## src/rtl/core/scv_pkg.sv

```systemverilog
package scv_pkg;

    // Table depth and derived widths
    localparam int MAX_SAMPLES = 1024;
    localparam int ADDR_W      = $clog2(MAX_SAMPLES);
    localparam int CNT_W       = $clog2(MAX_SAMPLES + 1);
    localparam int CFG_W       = 11;
    localparam int EXT_W       = (CNT_W > CFG_W) ? CNT_W : CFG_W;

    // Field widths
    localparam int TIME_W  = 32;
    localparam int SURV_W  = 17;
    localparam int HAZ_W   = 32;
    localparam int ALPHA_W = 17;
    localparam int REQ_W   = 2;
    localparam int STAT_W  = 2;

    // Arithmetic unit
    localparam int Q_W        = 64;
    localparam int K_W        = 6;
    localparam int DIV_W      = (CNT_W > K_W) ? CNT_W : K_W;
    localparam int TAYLOR_MAX = 40;
    localparam int SQUARINGS  = 8;

    localparam logic [Q_W-1:0]    Q62_ONE  = Q_W'(1) << 62;
    localparam logic [SURV_W-1:0] SURV_ONE = SURV_W'(65536);

    // Request codes
    localparam logic [REQ_W-1:0] REQ_APPEND   = 2'd0;
    localparam logic [REQ_W-1:0] REQ_SURVIVAL = 2'd1;
    localparam logic [REQ_W-1:0] REQ_QUANTILE = 2'd2;
    localparam logic [REQ_W-1:0] REQ_CLEAR    = 2'd3;

    // Status codes
    localparam logic [STAT_W-1:0] ST_OK        = 2'd0;
    localparam logic [STAT_W-1:0] ST_NO_ANSWER = 2'd1;
    localparam logic [STAT_W-1:0] ST_ERROR     = 2'd2;

    typedef struct packed {
        logic [HAZ_W-1:0] hazard;
        logic             censored;
        logic [CNT_W-1:0] denom;
    } t_arith_req;

    typedef struct packed {
        logic [HAZ_W-1:0]  hazard;
        logic [SURV_W-1:0] survival;
    } t_arith_rsp;

endpackage

```

## src/rtl/core/scv_arith.sv

```systemverilog
module scv_arith import scv_pkg::*; (
    input  logic       i_clk,
    input  logic       i_rst_n,
    input  logic       i_start,
    input  t_arith_req i_req,
    output logic       o_done,
    output t_arith_rsp o_rsp
);

    localparam logic [3:0] A_IDLE   = 4'd0;
    localparam logic [3:0] A_HDIV   = 4'd1;
    localparam logic [3:0] A_HADD   = 4'd2;
    localparam logic [3:0] A_TMUL   = 4'd3;
    localparam logic [3:0] A_TDIVLD = 4'd4;
    localparam logic [3:0] A_TDIV   = 4'd5;
    localparam logic [3:0] A_TACC   = 4'd6;
    localparam logic [3:0] A_VSET   = 4'd7;
    localparam logic [3:0] A_SQ     = 4'd8;
    localparam logic [3:0] A_SQW    = 4'd9;
    localparam logic [3:0] A_DONE   = 4'd10;

    logic [3:0]       r_state;
    logic [HAZ_W-1:0] r_hazard;
    logic             r_cens;
    logic [Q_W-1:0]   r_quo;
    logic [DIV_W-1:0] r_rem;
    logic [DIV_W-1:0] r_dvsr;
    logic [6:0]       r_dcnt;
    logic [Q_W-1:0]   r_pp;
    logic [1:0]       r_psh;
    logic [2*Q_W-1:0] r_acc;
    logic [2:0]       r_mcnt;
    logic [Q_W-1:0]   r_term;
    logic [Q_W-1:0]   r_pos;
    logic [Q_W-1:0]   r_neg;
    logic [K_W-1:0]   r_k;
    logic [Q_W-1:0]   r_v;
    logic [2:0]       r_sq;

    logic [Q_W-1:0]   y_q62;
    logic [DIV_W:0]   d_trial;
    logic             d_fit;
    logic [DIV_W:0]   d_diff;
    logic [DIV_W-1:0] n_rem;
    logic [Q_W-1:0]   m_a;
    logic [Q_W-1:0]   m_b;
    logic [31:0]      a_half;
    logic [31:0]      b_half;
    logic [Q_W-1:0]   n_pp;
    logic [1:0]       n_psh;
    logic [2*Q_W-1:0] pp_shifted;
    logic [2*Q_W-1:0] acc_sum;
    logic             mul_last;
    logic [HAZ_W:0]   haz_sum;
    logic [Q_W-1:0]   v_round;

    assign y_q62 = {2'b00, r_hazard, 30'd0};

    // One restoring divide step
    always_comb begin
        d_trial = {r_rem, r_quo[Q_W-1]};
        d_fit   = d_trial >= {1'b0, r_dvsr};
        d_diff  = d_trial - {1'b0, r_dvsr};
        n_rem   = d_fit ? d_diff[DIV_W-1:0] : d_trial[DIV_W-1:0];
    end

    // One 32x32 partial product a cycle; accumulate the previous one
    always_comb begin
        m_a    = (r_state == A_SQ) ? r_v : r_term;
        m_b    = (r_state == A_SQ) ? r_v : y_q62;
        a_half = r_mcnt[1] ? m_a[63:32] : m_a[31:0];
        b_half = r_mcnt[0] ? m_b[63:32] : m_b[31:0];
        n_pp   = Q_W'(a_half) * Q_W'(b_half);
        n_psh  = 2'(r_mcnt[1]) + 2'(r_mcnt[0]);
        case (r_psh)
            2'd0:    pp_shifted = {64'd0, r_pp};
            2'd1:    pp_shifted = {32'd0, r_pp, 32'd0};
            default: pp_shifted = {r_pp, 64'd0};
        endcase
        acc_sum  = r_acc + pp_shifted;
        mul_last = r_mcnt == 3'd4;
    end

    assign haz_sum = {1'b0, r_hazard} + {1'b0, r_quo[HAZ_W-1:0]};
    assign v_round = r_v + (Q_W'(1) << 45);

    always_ff @(posedge i_clk) begin
        if (!i_rst_n) begin
            r_state <= A_IDLE;
        end else begin
            unique case (r_state) inside
                A_IDLE: begin
                    if (i_start) begin
                        r_hazard <= i_req.hazard;
                        r_cens   <= i_req.censored;
                        r_quo    <= Q_W'(1) << 24;
                        r_rem    <= '0;
                        r_dvsr   <= DIV_W'(i_req.denom);
                        r_dcnt   <= '0;
                        r_state  <= i_req.censored ? A_HADD : A_HDIV;
                    end
                end
                A_HDIV: begin
                    r_quo  <= {r_quo[Q_W-2:0], d_fit};
                    r_rem  <= n_rem;
                    r_dcnt <= r_dcnt + 7'd1;
                    if (r_dcnt == 7'd63) begin
                        r_state <= A_HADD;
                    end
                end
                A_HADD: begin
                    if (!r_cens) begin
                        r_hazard <= haz_sum[HAZ_W] ? '1 : haz_sum[HAZ_W-1:0];
                    end
                    r_term  <= Q62_ONE;
                    r_pos   <= Q62_ONE;
                    r_neg   <= '0;
                    r_k     <= K_W'(1);
                    r_mcnt  <= '0;
                    r_acc   <= '0;
                    r_state <= A_TMUL;
                end
                A_TMUL, A_SQ: begin
                    if (!mul_last) begin
                        r_pp  <= n_pp;
                        r_psh <= n_psh;
                    end
                    if (r_mcnt != 3'd0) begin
                        r_acc <= acc_sum;
                    end
                    r_mcnt <= r_mcnt + 3'd1;
                    if (mul_last) begin
                        r_state <= (r_state == A_SQ) ? A_SQW : A_TDIVLD;
                    end
                end
                A_TDIVLD: begin
                    r_quo   <= r_acc[125:62];
                    r_rem   <= '0;
                    r_dvsr  <= DIV_W'(r_k);
                    r_dcnt  <= '0;
                    r_state <= A_TDIV;
                end
                A_TDIV: begin
                    r_quo  <= {r_quo[Q_W-2:0], d_fit};
                    r_rem  <= n_rem;
                    r_dcnt <= r_dcnt + 7'd1;
                    if (r_dcnt == 7'd63) begin
                        r_state <= A_TACC;
                    end
                end
                A_TACC: begin
                    r_term <= r_quo;
                    if (r_k[0]) begin
                        r_neg <= r_neg + r_quo;
                    end else begin
                        r_pos <= r_pos + r_quo;
                    end
                    if (r_k == K_W'(TAYLOR_MAX) || r_quo == '0) begin
                        r_state <= A_VSET;
                    end else begin
                        r_k     <= r_k + K_W'(1);
                        r_mcnt  <= '0;
                        r_acc   <= '0;
                        r_state <= A_TMUL;
                    end
                end
                A_VSET: begin
                    r_v     <= r_pos - r_neg;
                    r_sq    <= '0;
                    r_mcnt  <= '0;
                    r_acc   <= '0;
                    r_state <= A_SQ;
                end
                A_SQW: begin
                    r_v  <= r_acc[125:62];
                    r_sq <= r_sq + 3'd1;
                    if (r_sq == 3'(SQUARINGS - 1)) begin
                        r_state <= A_DONE;
                    end else begin
                        r_mcnt  <= '0;
                        r_acc   <= '0;
                        r_state <= A_SQ;
                    end
                end
                A_DONE: begin
                    r_state <= A_IDLE;
                end
                default: begin
                    r_state <= A_IDLE;
                end
            endcase
        end
    end

    assign o_done         = r_state == A_DONE;
    assign o_rsp.hazard   = r_hazard;
    assign o_rsp.survival = v_round[62:46];

endmodule

```

## config.mk

```make
export PLATFORM = sky130hd
export DESIGN_NAME = scv_arith
export DESIGN_NICKNAME = d
export VERILOG_FILES = /design/src/rtl/core/scv_pkg.sv /design/src/rtl/core/scv_arith.sv
export SDC_FILE = /design/constraint.sdc
export NUM_CORES = 2
export LEC_CHECK = 0
export ABC_AREA = 1
export ABC_CLOCK_PERIOD_IN_PS = 14400
export BUFFER_PORTS_ARGS = -buffer_cell sky130_fd_sc_hd__buf_2
export CORE_ASPECT_RATIO = 1.75
export CORE_MARGIN = 4
export CORE_UTILIZATION = 40
export CTS_CLUSTER_DIAMETER = 200
export DETAILED_ROUTE_END_ITERATION = 12
export HOLD_SLACK_MARGIN = 0.06
export REMOVE_ABC_BUFFERS = 1
export SYNTH_ARGS = -nofsm -noshare
export SYNTH_HDL_FRONTEND = slang
export SYNTH_SLANG_ARGS = --single-unit
```

## constraint.sdc

```tcl
create_clock -name i_clk -period 14.4 [get_ports i_clk]
set_input_delay 0.72 -clock i_clk [delete_from_list [all_inputs] [get_ports i_clk]]
set_output_delay 0.72 -clock i_clk [all_outputs]
set_load 0.02 [all_outputs]
```

==> flow_summary.ini <==
[cells_and_area]
area_growth_pct = 6.22
fill_cells = 24300
final_layout_size_suffix_gt1_share_pct = 2.87
nets = 14800

[outcome]
run_status = complete, no violations

[placement]
dp_slack_ns = 4.09
gp_congestion = 1.11
dp_hpwl_um = 370000
port_buffers = 96

[sta]
hold_violations = 0
rsz0062_at_grt = false
post-route-period-util_pct = 75.4
max_freq_mhz = 92.1
slew_headroom_pct = 6.18
period_minus_slack_ns = 10.85
tightest_slew_ns = 1.41
drv_slew = 0
skew_ns = 0.0415
setup_violations = 0
fin_tns_setup_ns = 0
fin_ws_ns = 3.55

[hold_path]
min_to = r_cens
min-delay-start = i_req[11]
hp-class = in2reg
hold_depth = 1

[worst_setup_path]
r2r_end = r_pp[36]
rr_startpoint = r_state[1]
rr_worst_depth = 33
cp_slowest_cell = fa_1
reg2reg_slack_ns = 3.55
crit_top_cell = fa_1
timing.critical_path.buf_inv = 12
criticalPathCategory = reg2reg
crit_family = adder cells
critPathRequiredTime_ns = 14.84
critPathMaxFanout = 68
worst_setup_path_start_kind = flip-flop
cp_slowest_stage_delay_ns = 0.77
worst_ep_arrival_time_ns = 11.29
crit_path_end_kind = flip-flop

[floorplanning]
die_y_um = 636
dieArea_um2 = 234000
initial_core_util_pct = 40.2
io-pin-count = 97
rows = 230
chipWidth_um = 367
core_area_um2 = 224000

[synthesis]
yosys.cell_types.count = 47
synth_area_leaders = fa_1 20%, edfxtp_1 19%, nand2_1 16%
ys_warn_count = 0
synthesis.area_um2 = 90200
yosysSeqAreaShare_pct = 19.6
synthFlopType = edfxtp_1
synthArstFlopShare_pct = 0
yosys_register_bits = 590
netlist.area_leader.share_pct = 20.0
avgSynthCellArea_um2 = 6.79
synth_edf_count = 586
yosysTopAreaCell = fa_1
synthesis.instances = 13300

[route]
dr.first_iter.drc_count = 8290
wl_per_cell_um = 28.4
vias_per_cell = 5.47
ant_nets = 0
wirelength_um = 460000
first_pass_iters = 8
drcViolationCount = 0
vias = 88800

[global_route]
grt_pass1_vias = 89500
antenna_found_initial = 53
grt_pass1_wl_um = 641000
overflow = 0
grt_usage_pct = 38.8
grt_max_degree = 124

[cts]
clk_path_buf_depth = 3
cts_tree = built
htreeDepth = 3
root_buffer = clkbuf_16
clkTransAtPathRegs_ns = 0.07
numCtsBuffers = 69
clock_latency_ns = 0.72
cts_hold_buf = 0
cts.sinks = 590
postCtsSetupRepairBufs = 0
postCtsResizedCells = 0

[flow_run]
cap_violations = 0
==> layout make-up <==
cell class | count | area (um^2) | area share [%]
Antenna cell | 41 | 103 | 0.107
Clock inverter | 50 | 629 | 0.657
Timing Repair Buffer | 155 | 936 | 0.976
Sequential cell | 590 | 17700 | 18.4
Inverter | 3200 | 12000 | 12.5
Tap cell | 2900 | 3630 | 3.79
Clock buffer | 76 | 1790 | 1.87
Multi-Input combinational cell | 9207 | 59100 | 61.6
==> worst max path at each step <==
stage	cells after the start	slack, ns	to	startpoint
6_report	33	3.55	r_pp[36]	r_state[1]
5_1_grt	37	3.11	r_pp[54]	r_state[1]
4_1_cts	33	4.05	r_pp[36]	r_state[1]
3_5_place_dp	33	4.09	r_pp[36]	r_state[1]
3_3_place_gp	31	4.08	r_pp[36]	r_state[1]
2_1_floorplan	6	3.04	r_acc[0]	r_state[1]
==> kinds of logic (layout without fill, tap and decap cells) <==
logic type / Yosys count / count (layout) / synth area share (%)
and+or+nand+nor: 5978 / 5978 / 26.0
buffers and inverters: 3492 / 3481 / 15.1
AOI/OAI and AO/OA: 1569 / 1569 / 9.33
adders and majority gates: 1530 / 1530 / 28.7
DFF: 590 / 590 / 19.6
xor gates and xnor gates: 130 / 130 / 1.26
other: 0 / 41 / 0
==> sequential cells by signal, summed over array words and instances (netlist names) <==
register,cells
r_acc,126
r_cens,1
r_dcnt,7
r_dvsr,11
r_hazard,32
r_k,6
r_mcnt,3
r_neg,64
r_pos,64
r_pp,64
r_psh,2
r_quo,64
r_rem,11
r_sq,3
r_state,4
r_term,64
r_v,64
==> routing by layer <==
| metal | up-vias | wire, um | GRT usage (%) |
|---|---|---|---|
| met5 | - | 171 | 0 |
| met4 | 22 | 69200 | 45.7 |
| met3 | 2065 | 37100 | 9.65 |
| met2 | 4566 | 214000 | 64.4 |
| met1 | 41900 | 140000 | 36.3 |
| li1 | 40200 | - | - |
==> synthesized netlist by cell type (13+ instances only) <==
cell	instances
nand3_1	387
edfxtp_1	586
inv_2	57
o21ai_0	572
nor2_1	1536
and2_1	29
o21bai_1	45
clkbuf_1	82
buf_6	18
o21ai_1	20
nor3_1	91
nand2_1	3801
a21oi_1	740
o22ai_1	77
buf_2	124
inv_1	3140
xnor2_1	66
o21a_1	35
a21o_1	22
xor2_1	64
ha_1	628
buf_1	13
o211ai_1	13
nand4_1	62
fa_1	902
nand3b_1	26
buf_4	55
nor4_1	22
==> worst reg2reg max path, delay by kind of cell, from the launching register on <==
kind	cells	cell delay, ns
compound gates	4	0.81
xor+xnor	1	0.20
fa+ha+maj	9	4.68
buf+inv	12	3.22
flops	1	0.50
simple gates	7	1.17
==> placed cells by master, fill, tap and decap left out, drive strengths merged, types with 66 or more instances in the layout <==
cell,n
a21oi,741
buf,155
clkbuf,76
edfxtp,586
fa,902
ha,628
inv,3203
nand2,3802
nand3,387
nor2,1540
nor3,91
o21ai,598
o22ai,77
xnor2,66
==> metrics by stage <==
stage | hold WS (ns) | instance area [um^2] | util (%) | instances
floorplan | 0.488 | 88700 | - | 13000
global placement | 0.550 | 93300 | 41.6 | 16100
detailed placement | 0.541 | 93300 | 41.6 | 16100
CTS | 0.263 | 95800 | 42.7 | 16200
global route | 0.272 | 95800 | 42.7 | 16200
finish | 0.288 | 95900 | 42.7 | 16200
Power is not shown: default switching activity piles up to over one toggle a cycle in this logic, so the estimate is an artifact.
